## config.mk

```make
export PLATFORM = sky130hd
export DESIGN_NAME = link_frame_receiver_unit
export DESIGN_NICKNAME = d
export VERILOG_FILES = /design/src/lfr_pkg.sv /design/src/lfr_core.sv /design/src/link_frame_receiver_unit.sv
export SDC_FILE = /design/constraint.sdc
export NUM_CORES = 1
export LEC_CHECK = 0
export BUFFER_PORTS_ARGS = -buffer_cell sky130_fd_sc_hd__buf_2
export CORE_UTILIZATION = 40
export CTS_CLUSTER_DIAMETER = 200
export CTS_CLUSTER_SIZE = 30
export DETAILED_ROUTE_END_ITERATION = 8
export GPL_ROUTABILITY_DRIVEN = 0
export GPL_TIMING_DRIVEN = 0
export PLACE_DENSITY_LB_ADDON = 0.08
export SLEW_MARGIN = 25
export SYNTH_ARGS = -nofsm -noshare
export SYNTH_HDL_FRONTEND = slang
export SYNTH_SLANG_ARGS = --single-unit
export TNS_END_PERCENT = 1
```

## constraint.sdc

```tcl
create_clock -name i_clk -period 14.7 [get_ports i_clk]
set_clock_uncertainty 0.05 [all_clocks]
set_input_delay 0.735 -clock i_clk [delete_from_list [all_inputs] [get_ports i_clk]]
set_output_delay 0.735 -clock i_clk [all_outputs]
set_load 0.03 [all_outputs]
```

## src/lfr_pkg.sv

```systemverilog
// ----------------------------------------------------------------------------
// lfr_pkg
// shared types and constants of the link frame receiver
// ----------------------------------------------------------------------------
package lfr_pkg;

    localparam int HEADER_BYTES  = 18;
    localparam int CAPTURE_DEPTH = 13;

    localparam int ADDR_W   = 48;
    localparam int DATA_W   = 176;
    localparam int PCT_W    = 7;
    localparam int DEVS_W   = 5;

    localparam logic [7:0] START_BYTE   = 8'h7e;
    localparam logic [7:0] CMD_DATA     = 8'h01;
    localparam logic [7:0] CMD_DATA_ALT = 8'h08;
    localparam logic [7:0] CMD_JOIN     = 8'h02;
    localparam logic [7:0] CMD_ADDR     = 8'h0A;
    localparam logic [7:0] CMD_DEVLIST  = 8'h05;
    localparam logic [7:0] CMD_SIGNAL   = 8'h04;
    localparam logic [7:0] JOIN_LEN     = 8'd13;
    localparam logic [7:0] DEVLIST_MIN  = 8'd16;
    localparam logic [7:0] SIGNAL_LEN   = 8'd6;
    localparam logic [7:0] SIGNAL_TAG   = 8'h05;
    localparam logic [14:0] SIGNAL_SCALE = 15'd100;
    localparam logic [ADDR_W-1:0] ADDR_ALL = {ADDR_W{1'b1}};

    typedef enum logic [1:0] {
        OP_BYTE,
        OP_TIMEOUT,
        OP_CONFIRM,
        OP_RESET
    } t_op;

    typedef enum logic [2:0] {
        KIND_PAYLOAD,
        KIND_EMPTY,
        KIND_LINK,
        KIND_SIGNAL,
        KIND_ERROR
    } t_kind;

    typedef enum logic [2:0] {
        LINK_IDLE,
        LINK_START,
        LINK_ADDR,
        LINK_DEVLIST,
        LINK_CONNECTED,
        LINK_ERROR
    } t_link;

    typedef struct packed {
        logic              valid;
        t_kind             kind;
        logic [7:0]        payload;
        logic              last;
        logic [7:0]        cmd;
        logic [ADDR_W-1:0] src;
        logic [ADDR_W-1:0] own;
        logic [ADDR_W-1:0] peer;
        t_link             status;
        logic [DEVS_W-1:0] devices;
        logic [PCT_W-1:0]  pct;
    } t_beat;

endpackage

```

## src/lfr_core.sv

```systemverilog
// ----------------------------------------------------------------------------
// lfr_core
// frame assembly, address filter and link state machine, one item per step
// ----------------------------------------------------------------------------
module lfr_core #(
    parameter int CAPTURE_DEPTH = lfr_pkg::CAPTURE_DEPTH
) (
    input  logic          i_clk,
    input  logic          i_rst_n,
    input  logic          i_step,
    input  lfr_pkg::t_op  i_op,
    input  logic [7:0]    i_byte,
    output lfr_pkg::t_beat o_beat
);

    localparam int CW = $clog2(CAPTURE_DEPTH);
    localparam int AW = lfr_pkg::ADDR_W;

    lfr_pkg::t_link r_link, n_link;
    logic [7:0]     r_pos, n_pos;
    logic [7:0]     r_len, n_len;
    logic [7:0]     r_xor, n_xor;
    logic [7:0]     r_cmd, n_cmd;
    logic [AW-1:0]  r_src, n_src;
    logic [AW-1:0]  r_dst, n_dst;
    logic           r_for_us, n_for_us;
    logic           r_start_ok, n_start_ok;
    logic [AW-1:0]  r_own, n_own;
    logic [AW-1:0]  r_peer, n_peer;
    logic [7:0]     r_cap [CAPTURE_DEPTH];

    logic [7:0]     cap_view [CAPTURE_DEPTH];
    logic           cap_we;
    logic [CW-1:0]  cap_idx;
    logic [7:0]     idx;
    logic           is_data;
    logic           pay_last;
    logic [14:0]    prod;
    logic [15:0]    quot;

    assign idx      = r_pos - 8'(lfr_pkg::HEADER_BYTES);
    assign pay_last = ({1'b0, idx} + 9'd1) >= {1'b0, r_len};
    assign is_data  = (r_cmd == lfr_pkg::CMD_DATA) || (r_cmd == lfr_pkg::CMD_DATA_ALT);

    // the first CAPTURE_DEPTH payload bytes of frames that are not streamed out go to the capture store
    assign cap_idx = idx[CW-1:0];
    assign cap_we  = (i_op == lfr_pkg::OP_BYTE) && (r_link != lfr_pkg::LINK_ERROR) &&
                     (r_pos >= 8'(lfr_pkg::HEADER_BYTES)) && !(r_for_us && is_data) &&
                     (idx < 8'(CAPTURE_DEPTH));

    // capture view with the byte of this step already in place
    always_comb begin
        for (int i = 0; i < CAPTURE_DEPTH; i++) begin
            cap_view[i] = (cap_we && cap_idx == CW'(i)) ? i_byte : r_cap[i];
        end
    end

    // percent = byte * 100 / 255 by reciprocal
    assign prod = {7'd0, cap_view[4]} * lfr_pkg::SIGNAL_SCALE;
    assign quot = {1'b0, prod} + 16'd1 + {9'd0, prod[14:8]};

    always_comb begin
        logic           run_ctrl;
        logic           do_fail;
        lfr_pkg::t_beat res;

        run_ctrl   = 1'b0;
        do_fail    = 1'b0;
        res        = '0;
        n_link     = r_link;
        n_pos      = r_pos;
        n_len      = r_len;
        n_xor      = r_xor;
        n_cmd      = r_cmd;
        n_src      = r_src;
        n_dst      = r_dst;
        n_for_us   = r_for_us;
        n_start_ok = r_start_ok;
        n_own      = r_own;
        n_peer     = r_peer;

        case (i_op)
            lfr_pkg::OP_BYTE: begin
                if (r_link != lfr_pkg::LINK_ERROR) begin
                    if (r_pos < 8'(lfr_pkg::HEADER_BYTES)) begin
                        if (r_pos == 8'd0) begin
                            n_start_ok = (i_byte == lfr_pkg::START_BYTE);
                            n_xor      = i_byte;
                        end else if (r_pos < 8'd4) begin
                            n_xor = r_xor ^ i_byte;
                        end
                        if (r_pos == 8'd1) n_len = i_byte;
                        if (r_pos >= 8'd4 && r_pos < 8'd10) n_src = {r_src[AW-9:0], i_byte};
                        if (r_pos >= 8'd10 && r_pos < 8'd16) n_dst = {r_dst[AW-9:0], i_byte};
                        if (r_pos == 8'd16) n_cmd = i_byte;
                        if (r_pos < 8'(lfr_pkg::HEADER_BYTES - 1)) begin
                            n_pos = r_pos + 8'd1;
                        end else if (!r_start_ok || r_xor != 8'd0 ||
                                     r_len < 8'(lfr_pkg::HEADER_BYTES)) begin
                            do_fail = 1'b1;
                        end else begin
                            n_len    = r_len - 8'(lfr_pkg::HEADER_BYTES);
                            n_for_us = (r_dst == r_own) || (r_dst == '0) ||
                                       (r_dst == lfr_pkg::ADDR_ALL);
                            if (n_len != 8'd0) begin
                                n_pos = 8'(lfr_pkg::HEADER_BYTES);
                            end else begin
                                n_pos = 8'd0;
                                if (n_for_us) begin
                                    if (is_data) begin
                                        res.valid = 1'b1;
                                        res.kind  = lfr_pkg::KIND_EMPTY;
                                        res.last  = 1'b1;
                                        res.cmd   = r_cmd;
                                    end else begin
                                        run_ctrl = 1'b1;
                                    end
                                end
                            end
                        end
                    end else begin
                        if (r_for_us && is_data) begin
                            res.valid   = 1'b1;
                            res.kind    = lfr_pkg::KIND_PAYLOAD;
                            res.payload = i_byte;
                            res.last    = pay_last;
                            res.cmd     = r_cmd;
                        end
                        if (!pay_last) begin
                            n_pos = r_pos + 8'd1;
                        end else begin
                            n_pos = 8'd0;
                            if (r_for_us && !is_data) run_ctrl = 1'b1;
                        end
                    end
                end
            end
            lfr_pkg::OP_TIMEOUT: begin
                if (r_link != lfr_pkg::LINK_ERROR && r_pos != 8'd0) do_fail = 1'b1;
            end
            lfr_pkg::OP_CONFIRM: begin
                if (r_link == lfr_pkg::LINK_DEVLIST) begin
                    n_link    = lfr_pkg::LINK_CONNECTED;
                    res.valid = 1'b1;
                    res.kind  = lfr_pkg::KIND_LINK;
                end
            end
            lfr_pkg::OP_RESET: begin
                n_link     = lfr_pkg::LINK_IDLE;
                n_pos      = 8'd0;
                n_len      = 8'd0;
                n_xor      = 8'd0;
                n_for_us   = 1'b0;
                n_start_ok = 1'b0;
            end
            default: begin
            end
        endcase

        // control frames
        if (run_ctrl) begin
            case (r_cmd)
                lfr_pkg::CMD_JOIN: begin
                    if (n_len != lfr_pkg::JOIN_LEN) begin
                        do_fail = 1'b1;
                    end else if (r_link == lfr_pkg::LINK_IDLE) begin
                        n_link    = lfr_pkg::LINK_START;
                        res.valid = 1'b1;
                        res.kind  = lfr_pkg::KIND_LINK;
                    end
                end
                lfr_pkg::CMD_ADDR: begin
                    if (n_len == lfr_pkg::JOIN_LEN && r_link == lfr_pkg::LINK_START) begin
                        n_peer    = {cap_view[0], cap_view[1], cap_view[2],
                                     cap_view[3], cap_view[4], cap_view[5]};
                        n_own     = {cap_view[7], cap_view[8], cap_view[9],
                                     cap_view[10], cap_view[11], cap_view[12]};
                        n_link    = lfr_pkg::LINK_ADDR;
                        res.valid = 1'b1;
                        res.kind  = lfr_pkg::KIND_LINK;
                    end
                end
                lfr_pkg::CMD_DEVLIST: begin
                    if (n_len[2:0] != 3'd0 || n_len < lfr_pkg::DEVLIST_MIN) begin
                        do_fail = 1'b1;
                    end else if (r_link == lfr_pkg::LINK_ADDR) begin
                        n_link      = lfr_pkg::LINK_DEVLIST;
                        res.valid   = 1'b1;
                        res.kind    = lfr_pkg::KIND_LINK;
                        res.devices = n_len[7:3] - 5'd1;
                    end
                end
                lfr_pkg::CMD_SIGNAL: begin
                    if (n_len == lfr_pkg::SIGNAL_LEN && cap_view[0] == lfr_pkg::SIGNAL_TAG) begin
                        res.valid = 1'b1;
                        res.kind  = lfr_pkg::KIND_SIGNAL;
                        res.pct   = quot[14:8];
                    end
                end
                default: begin
                end
            endcase
        end

        if (do_fail) begin
            n_link    = lfr_pkg::LINK_ERROR;
            n_pos     = 8'd0;
            res       = '0;
            res.valid = 1'b1;
            res.kind  = lfr_pkg::KIND_ERROR;
        end

        res.src    = n_src;
        res.own    = n_own;
        res.peer   = n_peer;
        res.status = n_link;
        o_beat     = res;
    end

    always_ff @(posedge i_clk) begin
        if (!i_rst_n) begin
            r_link <= lfr_pkg::LINK_IDLE;
        end else if (i_step) begin
            r_link <= n_link;
        end
    end

    always_ff @(posedge i_clk) begin
        if (!i_rst_n) begin
            r_pos      <= '0;
            r_len      <= '0;
            r_xor      <= '0;
            r_cmd      <= '0;
            r_src      <= '0;
            r_dst      <= '0;
            r_for_us   <= 1'b0;
            r_start_ok <= 1'b0;
            r_own      <= '0;
            r_peer     <= '0;
        end else if (i_step) begin
            r_pos      <= n_pos;
            r_len      <= n_len;
            r_xor      <= n_xor;
            r_cmd      <= n_cmd;
            r_src      <= n_src;
            r_dst      <= n_dst;
            r_for_us   <= n_for_us;
            r_start_ok <= n_start_ok;
            r_own      <= n_own;
            r_peer     <= n_peer;
        end
    end

    always_ff @(posedge i_clk) begin
        if (i_step && cap_we) begin
            r_cap[cap_idx] <= i_byte;
        end
    end

    a_error_sticky: assert property (@(posedge i_clk) disable iff (!i_rst_n)
        (i_step && r_link == lfr_pkg::LINK_ERROR && i_op != lfr_pkg::OP_RESET)
        |=> (r_link == lfr_pkg::LINK_ERROR))
        else $error("link left error state without host reset");

    a_payload_len: assert property (@(posedge i_clk) disable iff (!i_rst_n)
        (r_pos >= 8'(lfr_pkg::HEADER_BYTES)) |-> (r_len != 8'd0))
        else $error("payload phase with zero remaining length");

    a_fail_status: assert property (@(posedge i_clk) disable iff (!i_rst_n)
        (i_step && o_beat.valid && o_beat.kind == lfr_pkg::KIND_ERROR)
        |=> (r_link == lfr_pkg::LINK_ERROR && r_pos == 8'd0))
        else $error("error beat without error state");

endmodule

```

## src/link_frame_receiver_unit.sv

```systemverilog
// ----------------------------------------------------------------------------
// link_frame_receiver_unit
// link frame receiver: header check, address filter, payload stream, link fsm
// ----------------------------------------------------------------------------
// channel  dir  tdata                         tuser        tlast
// s_axis   in   byte_value[7:0]               operation    -
// m_axis   out  payload,cmd,src,own,peer,...  result_kind  last_of_packet
//
// one item per cycle unless the output stalls: input register, one pass of
// frame logic, result register
// items that cause no result are consumed without an output beat
// a stalled output holds the result register and then the input register
// synchronous active-low reset clears frame and link state, capture bytes kept
// ----------------------------------------------------------------------------
module link_frame_receiver_unit #(
    parameter int CAPTURE_DEPTH = lfr_pkg::CAPTURE_DEPTH
) (
    input  logic                       i_clk,
    input  logic                       i_rst_n,
    input  logic                       i_s_axis_tvalid,
    output logic                       o_s_axis_tready,
    input  logic [7:0]                 i_s_axis_tdata,   // byte_value
    input  logic [1:0]                 i_s_axis_tuser,   // operation
    output logic                       o_m_axis_tvalid,
    input  logic                       i_m_axis_tready,
    // payload_byte, data_command, source_address, learned_own_address,
    // learned_peer_address, link_status, devices_found, signal_percent, pad
    output logic [lfr_pkg::DATA_W-1:0] o_m_axis_tdata,
    output logic [2:0]                 o_m_axis_tuser,   // result_kind
    output logic                       o_m_axis_tlast    // last_of_packet
);

    logic           r_in_valid;
    lfr_pkg::t_op   r_in_op;
    logic [7:0]     r_in_byte;
    logic           r_out_valid;
    lfr_pkg::t_beat r_out;
    lfr_pkg::t_beat beat;
    logic           out_free;
    logic           step;

    assign out_free        = !r_out_valid || i_m_axis_tready;
    assign step            = r_in_valid && out_free;
    assign o_s_axis_tready = !r_in_valid || out_free;

    always_ff @(posedge i_clk) begin
        if (!i_rst_n) begin
            r_in_valid <= 1'b0;
        end else if (o_s_axis_tready) begin
            r_in_valid <= i_s_axis_tvalid;
        end
    end

    always_ff @(posedge i_clk) begin
        if (o_s_axis_tready && i_s_axis_tvalid) begin
            r_in_op   <= lfr_pkg::t_op'(i_s_axis_tuser);
            r_in_byte <= i_s_axis_tdata;
        end
    end

    lfr_core #(
        .CAPTURE_DEPTH (CAPTURE_DEPTH)
    ) u_core (
        .i_clk   (i_clk),
        .i_rst_n (i_rst_n),
        .i_step  (step),
        .i_op    (r_in_op),
        .i_byte  (r_in_byte),
        .o_beat  (beat)
    );

    always_ff @(posedge i_clk) begin
        if (!i_rst_n) begin
            r_out_valid <= 1'b0;
        end else if (out_free) begin
            r_out_valid <= step && beat.valid;
        end
    end

    always_ff @(posedge i_clk) begin
        if (step && beat.valid && out_free) begin
            r_out <= beat;
        end
    end

    assign o_m_axis_tvalid = r_out_valid;
    assign o_m_axis_tuser  = r_out.kind;
    assign o_m_axis_tlast  = r_out.last;
    assign o_m_axis_tdata  = {1'b0, r_out.pct, r_out.devices, r_out.status,
                              r_out.peer, r_out.own, r_out.src, r_out.cmd,
                              r_out.payload};

    a_in_hold: assert property (@(posedge i_clk) disable iff (!i_rst_n)
        (r_in_valid && !out_free) |=> r_in_valid)
        else $error("input register dropped a waiting item");

    a_error_beat: assert property (@(posedge i_clk) disable iff (!i_rst_n)
        (r_out_valid && r_out.kind == lfr_pkg::KIND_ERROR)
        |-> (r_out.status == lfr_pkg::LINK_ERROR))
        else $error("error beat without error status");

    a_payload_cmd: assert property (@(posedge i_clk) disable iff (!i_rst_n)
        (r_out_valid && (r_out.kind == lfr_pkg::KIND_PAYLOAD ||
                         r_out.kind == lfr_pkg::KIND_EMPTY))
        |-> (r_out.cmd == lfr_pkg::CMD_DATA || r_out.cmd == lfr_pkg::CMD_DATA_ALT))
        else $error("data beat from a non-data frame");

endmodule
```

==> results of run 1 <==
[worst max-delay path: cells and delay by family, from the launching register on]
family | cells | cell delay [ns]
AO/OA/AOI/OAI | 9 | 2.01
flip-flops | 1 | 0.61
adder cells (fa/ha/maj) | 5 | 1.81
AND/OR/NAND/NOR | 4 | 0.84
multiplexers | 1 | 0.72
buffers and inverters | 3 | 0.81
XOR/XNOR | 3 | 0.54
[Yosys cell counts, types with 4 or more instances]
library cell,number
o211ai_1,5
a2bb2oi_1,9
o21ai_1,6
ha_1,50
nand4_1,26
mux2i_1,96
xor2_1,67
inv_1,35
nor4_1,39
xnor2_1,21
clkbuf_1,82
o21a_1,5
edfxtp_1,285
buf_1,14
nand2b_1,10
nor3b_1,8
mux2_2,47
nor3_1,63
a21o_1,9
dfxtp_1,231
a31oi_1,12
nor2b_1,10
nand2_1,149
nand3b_1,6
o31a_1,4
nor2_1,387
nand3_1,19
or3_1,8
buf_2,27
nor4_4,4
and2_1,5
a21oi_1,193
buf_4,12
a211oi_1,11
and3_1,21
o21ai_0,28
a211oi_2,94
buf_6,12
[logic make-up after synthesis]
group | after synthesis
AOI/OAI and AO/OA | 423
xor gates and xnor gates | 88
adders and majority gates | 53
buffers and inverters | 184
DFF | 516
muxes | 144
other | 1
and+or+nand+nor | 787
[flip-flops by register name (all words and copies together) (netlist names), 48 cells and up]
register        cells
o_m_axis_tdata    175
u_core.r_own       48
u_core.r_dst       48
u_core.r_src       48
u_core.r_peer      48
u_core.r_cap       96
[power breakdown]
part           leakage [nW]  switching [W]  total [W]  internal [W]
clock network         0.292       0.000463   0.000743      0.000281
registers              4.75      0.0000147    0.00154       0.00153
logic                  5.60      0.0000841   0.000121     0.0000364
[through the flow]
stage               area [um^2]  util (%)  total power (W)  worst slack (ns)  setup TNS, ns
finish                    26900      45.6          0.00240              7.04              0
global route              26900      45.6          0.00248              6.55              0
CTS                       26900      45.6          0.00243              7.05              0
detailed placement        26300      44.5          0.00169              7.08              0
global placement          25800      43.7          0.00169             -3.33        -587.98
floorplan                 23900         -          0.00164              1.92              0
[how the worst min path moves through the flow]
stage | from | to | slack (ns) | cells after the start
2_1_floorplan | u_core.r_start_ok$_SDFFE_PN0P_ | u_core.r_start_ok$_SDFFE_PN0P_ | 0.38 | 2
3_3_place_gp | u_core.r_start_ok$_SDFFE_PN0P_ | u_core.r_start_ok$_SDFFE_PN0P_ | 0.40 | 2
3_5_place_dp | u_core.r_start_ok$_SDFFE_PN0P_ | u_core.r_start_ok$_SDFFE_PN0P_ | 0.41 | 2
4_1_cts | i_s_axis_tuser[1] | r_in_op[1]$_DFFE_PP_ | 0.23 | 1
5_1_grt | i_s_axis_tuser[1] | r_in_op[1]$_DFFE_PP_ | 0.24 | 1
6_report | i_s_axis_tuser[1] | r_in_op[1]$_DFFE_PP_ | 0.27 | 1
[per-layer routing]
layer | vias to the layer above | routed length [um]
met3 | 103 | 3510
met4 | 2 | 2150
met5 | - | 13
li1 | 8382 | -
met2 | 547 | 34600
met1 | 8708 | 32400
[area by class of cell]
class                      count  share of cell area (%)
sequential                   516                    49.0
multi-input combinational   1502                    36.7
timing repair buffer         216                    5.15
tap                          773                    3.60
buffer                       147                    2.71
clock buffer                  36                    2.16
inverter                      37                   0.517
clock inverter                 2                   0.144
==> impl_metrics.json, run 1 <==
{
  "outcome": "completed",
  "ys_async_sr_fraction_pct": 0,
  "synth_mux_area_share_pct": 6.34,
  "critPathRequiredTime_ns": 15.01,
  "endpoint_kind": "flip-flop",
  "dieArea_mm2": 0.0606,
  "dp.cells": 3191,
  "ys_seq_area_share_pct": 55.3,
  "syn_area_per_cell_um2": 10.9,
  "setup_viol": 0,
  "hpwl_mm": 53.2,
  "synth_fa_ha_area_share_pct": 2.87,
  "wire_per_inst_um": 22.5,
  "numPortBuffers": 194,
  "cts_tree": "built",
  "r2r_cells": 25,
  "grt_max_degree": 32,
  "cts.sinks": 516,
  "netlist.top_cell.by_area": "edfxtp_1",
  "fp.dieW_um": 246,
  "slew_headroom_pct": 22.6,
  "use_met2_pct": 39.3,
  "hold_ws_ns": 0.272,
  "critPathMaxFanout": 11,
  "worst_r2r_endpoint": "o_m_axis_tdata[173]$_SDFFCE_PP0P_",
  "io_pins": 196,
  "cp_slowest_cell": "mux2i_1",
  "startpoint_type": "flip-flop",
  "antenna_found_initial": 1,
  "yosys_warnings": 0,
  "synth_cell_types": 90,
  "rsz0062_at_grt": "no",
  "r2r-start": "u_core.r_pos[1]$_SDFFE_PN0P_",
  "r2r_slack_ns": 7.04,
  "synth_compound_area_share_pct": 13.3,
  "hold_buffers": 0,
  "finalCritPeriodShare_pct": 52.1,
  "crit_top_cell": "ha_1",
  "track_usage_pct": 23.6,
  "power.leakage_nw": 10.6,
  "areaGrowthSynthToFinish_pct": 12.7,
  "layout-drive-gt1-share_pct": 19.1,
  "drtAntennaViolNets": 0,
  "cts_max_level": 1,
  "hold_class": "input port to flip-flop",
  "finalMaxSlewViolations": 0,
  "hold_viol": 0,
  "drt_iter0_drc": 1583,
  "yosys.area_share.simple_pct": 15.4,
  "grt_overflow": 0,
  "n_fill_cell": 5659,
  "synthCells": 2196,
  "nets": 2508,
  "max_stage_delay_ns": 0.72,
  "synth-main-ff-cell": "edfxtp_1",
  "final_cells": 3229,
  "vias_per_cell": 5.49,
  "start_util_pct": 40.4,
  "use_met3_pct": 2.40,
  "period_needed_ns": 7.66,
  "busiest_layer": "met2",
  "num_rows": 89,
  "post_cts_buffers": 0,
  "synth_seq_cells": 516,
  "totalWireLength_mm": 72.7,
  "vias": 17700,
  "cap_violations": 0,
  "worst_pin_slew_ns": 1.16,
  "synth_top_family_by_area": "simple AND/OR/NAND/NOR gates",
  "grt_pass1_wl_mm": 108,
  "synth_top_cells_by_area": "edfxtp_1, dfxtp_1, nor2_1, a211oi_2, a21oi_1",
  "mostFrequentLayoutCell": "nor2_1",
  "max_freq_mhz": 131,
  "synth-xor-area-share_pct": 3.23,
  "synth.cell_area_mm2": 0.0239,
  "crit_arrival_ns": 7.97,
  "grtUsageMet1_pct": 32.5,
  "cts_resized": 0,
  "layout_common_cells": "nor2_1, edfxtp_1, dfxtp_1, buf_2, a21oi_1",
  "ir_drop_uv": 74.8,
  "core_mm2": 0.0590,
  "clockBufferDepth": 3,
  "clk_pin_slew_worst_paths_ns": 0.12,
  "grt_pass1_vias": 17200,
  "p_per_area_mw_per_mm2": 89.4,
  "drcViolationCount": 0,
  "crit_start": "u_core.r_pos[1]$_SDFFE_PN0P_",
  "root_buffer": "clkbuf_16",
  "cts_buffers": 21,
  "multi_input_area_mm2": 0.00986,
  "synth_enable_flop_cells": 285,
  "synth_top_cell_area_share_pct": 35.9,
  "critical_path_class": "flip-flop to flip-flop",
  "register_area_mm2": 0.0132,
  "first_pass_iters": 8,
  "n_antenna_cell": 0,
  "crit_end": "o_m_axis_tdata[173]$_SDFFCE_PP0P_",
  "clock_latency_ns": 0.61,
  "die_h_um": 246
}
Power figures use the tool's default switching activity.
==> run 2, diff against run 1 <==
- ABC_AREA: default -> 1
- clock period: 14.7 -> 6.88 ns (I/O delays scaled with it)
==> run 2 against run 1 <==
Effect of this change:
- critical path depth up 9
- critical endpoint is now o_m_axis_tdata[172]$_SDFFCE_PP0P_
- synthesized cell count up 30%
- highest routed layer is now met4
- register-to-register slack worse by 6.5 ns
==> impl_metrics.json, run 2 <==
{
  "outcome": "completed",
  "hold_viol": 0,
  "worst_pin_slew_ns": 1.12,
  "hpwl_mm": 53.6,
  "grt_pass1_wl_mm": 110,
  "syn_area_per_cell_um2": 8.66,
  "synth_top_cells_by_area": "edfxtp_1, dfxtp_1, nand2_1, inv_1, o21ai_0",
  "cts_max_level": 1,
  "antenna_found_initial": 1,
  "synth-xor-area-share_pct": 1.78,
  "root_buffer": "clkbuf_16",
  "crit_end": "o_m_axis_tdata[172]$_SDFFCE_PP0P_",
  "r2r-start": "u_core.r_pos[1]$_SDFFE_PN0P_",
  "critPathMaxFanout": 10,
  "ir_drop_uv": 161,
  "synth_mux_area_share_pct": 0,
  "synth_fa_ha_area_share_pct": 2.78,
  "io_pins": 196,
  "setup_slack_ns": 0.506,
  "vias_per_cell": 5.17,
  "period_needed_ns": 6.37,
  "wire_per_inst_um": 18.7,
  "hold_class": "input port to flip-flop",
  "grt_overflow": 0,
  "synth_enable_flop_cells": 285,
  "netlist.top_cell.by_area": "edfxtp_1",
  "cap_violations": 0,
  "crit_start": "u_core.r_pos[1]$_SDFFE_PN0P_",
  "setup_viol": 0,
  "layout_common_cells": "nand2_1, inv_1, edfxtp_1, o21ai_0, a21oi_1",
  "synth_top_cells_by_count": "nand2_1, inv_1, edfxtp_1",
  "numPortBuffers": 194,
  "synth_seq_cells": 516,
  "finalSetupTns_ns": 0,
  "synth_compound_area_share_pct": 16.4,
  "p_per_area_mw_per_mm2": 198,
  "crit_top_cell": "nand2_1",
  "critical_path_class": "flip-flop to flip-flop",
  "finalCritPeriodShare_pct": 92.6,
  "slew_headroom_pct": 25.2,
  "fp.dieW_um": 250,
  "drtAntennaViolNets": 0,
  "synth_cell_types": 46,
  "cts_buffers": 21,
  "hold_ws_ns": 0.239,
  "cp_slowest_cell": "fa_1",
  "clk_pin_slew_worst_paths_ns": 0.12,
  "drt_iter0_drc": 1473,
  "dp_slack_ns": 0.164,
  "clock_latency_ns": 0.60,
  "grt_pass1_vias": 19100,
  "totalWireLength_mm": 72.6,
  "r2r_slack_ns": 0.51,
  "yosys.area_share.simple_pct": 15.8,
  "largest_register_ffs": 175,
  "areaGrowthSynthToFinish_pct": 11.9,
  "core_mm2": 0.0606,
  "first_pass_iters": 7,
  "nets": 3159,
  "max_stage_delay_ns": 0.50,
  "power.leakage_nw": 11.9,
  "ys_seq_area_share_pct": 53.5,
  "synth-main-ff-cell": "edfxtp_1",
  "power_w": 0.00545,
  "drcViolationCount": 0,
  "max_freq_mhz": 157,
  "cts.sinks": 516,
  "synthCells": 2847,
  "start_util_pct": 40.7,
  "grt_max_degree": 37,
  "ys_async_sr_fraction_pct": 0,
  "startpoint_type": "flip-flop",
  "dieArea_mm2": 0.0626,
  "crit_arrival_ns": 6.75,
  "cts_tree": "built",
  "vias": 20100,
  "synth_top_family_by_area": "compound AO/OA/AOI/OAI gates",
  "critPathRequiredTime_ns": 7.25,
  "r2r_cells": 34,
  "finalMaxSlewViolations": 0,
  "worst_r2r_endpoint": "o_m_axis_tdata[172]$_SDFFCE_PP0P_",
  "mostFrequentLayoutCell": "nand2_1",
  "endpoint_kind": "flip-flop",
  "layout-drive-gt1-share_pct": 13.3,
  "die_h_um": 250,
  "synth.cell_area_mm2": 0.0246,
  "num_rows": 90,
  "track_usage_pct": 22.6,
  "final_util_pct": 45.5,
  "yosys_warnings": 0,
  "rsz0062_at_grt": "no",
  "clockBufferDepth": 3,
  "synth_top_cell_area_share_pct": 34.7,
  "synth_most_common_cell": "nand2_1"
}
[run 2: metrics by stage]
stage,area (um^2),cells
final,27600,3890
after global routing,27600,3889
after CTS,27500,3887
after detailed placement,26800,3837
after global placement,26600,3829
after floorplan,24700,2853
[run 2: logic make-up (layout without fill, tap and decap cells)]
logic type / count (synthesis) / after routing
AO/OA/AOI/OAI: 726 / 726
XOR/XNOR: 50 / 50
adder cells (fa/ha/maj): 53 / 53
buffers and inverters: 598 / 852
flip-flops: 516 / 516
other: 1 / 8
AND/OR/NAND/NOR: 903 / 903
[run 2: how the worst min path moves through the flow]
stage / cells after the start / start / end
detailed placement: 2 / u_core.r_cmd[6]$_SDFFE_PN0P_ / u_core.r_cmd[6]$_SDFFE_PN0P_
finish: 4 / i_rst_n / u_core.r_dst[20]$_SDFFE_PN0P_
global placement: 2 / u_core.r_cmd[7]$_SDFFE_PN0P_ / u_core.r_cmd[7]$_SDFFE_PN0P_
global route: 4 / i_rst_n / u_core.r_dst[11]$_SDFFE_PN0P_
CTS: 4 / i_rst_n / u_core.r_dst[20]$_SDFFE_PN0P_
floorplan: 2 / u_core.r_cmd[7]$_SDFFE_PN0P_ / u_core.r_cmd[7]$_SDFFE_PN0P_
[run 2: cell type report]
cell class / instances / area (um^2)
multi-input combinational: 1739 / 9110
fill: 6087 / 33000
inverter: 467 / 1760
clock buffer: 36 / 582
timing repair buffer: 216 / 1280
antenna: 1 / 2.50
sequential: 516 / 13200
buffer: 131 / 647
tap: 782 / 978
clock inverter: 2 / 38.8
[run 2: what timing repair did]
item | CTS | global route
endpoints found under the setup margin | 0 | 7
hold buffers | 12 | 0
resized for setup | 0 | 8
buffers inserted | 0 | 1
endpoints found under the hold margin | 12 | 0
[run 2: critical path: cells and delay by family (launching register included)]
| family | cells | cell delay (ns) |
|---|---|---|
| AND/OR/NAND/NOR | 16 | 1.84 |
| XOR/XNOR | 2 | 0.37 |
| AO/OA/AOI/OAI | 6 | 0.85 |
| flip-flops | 1 | 0.48 |
| buffers and inverters | 5 | 0.71 |
| adder cells (fa/ha/maj) | 5 | 1.90 |
[run 2: where the power goes]
group | switching, W | internal [W] | total (W)
clock network | 0.000991 | 0.000600 | 0.00159
logic | 0.000339 | 0.000152 | 0.000491
registers | 0.0000533 | 0.00332 | 0.00337
total | 0.00138 | 0.00407 | 0.00545
[run 2: per-layer routing]
| metal | wire, um | GRT usage [%] |
|---|---|---|
| met5 | 0 | 0 |
| met2 | 33900 | 37.6 |
| met1 | 32800 | 31.0 |
| met4 | 2400 | 7.78 |
| met3 | 3450 | 2.06 |
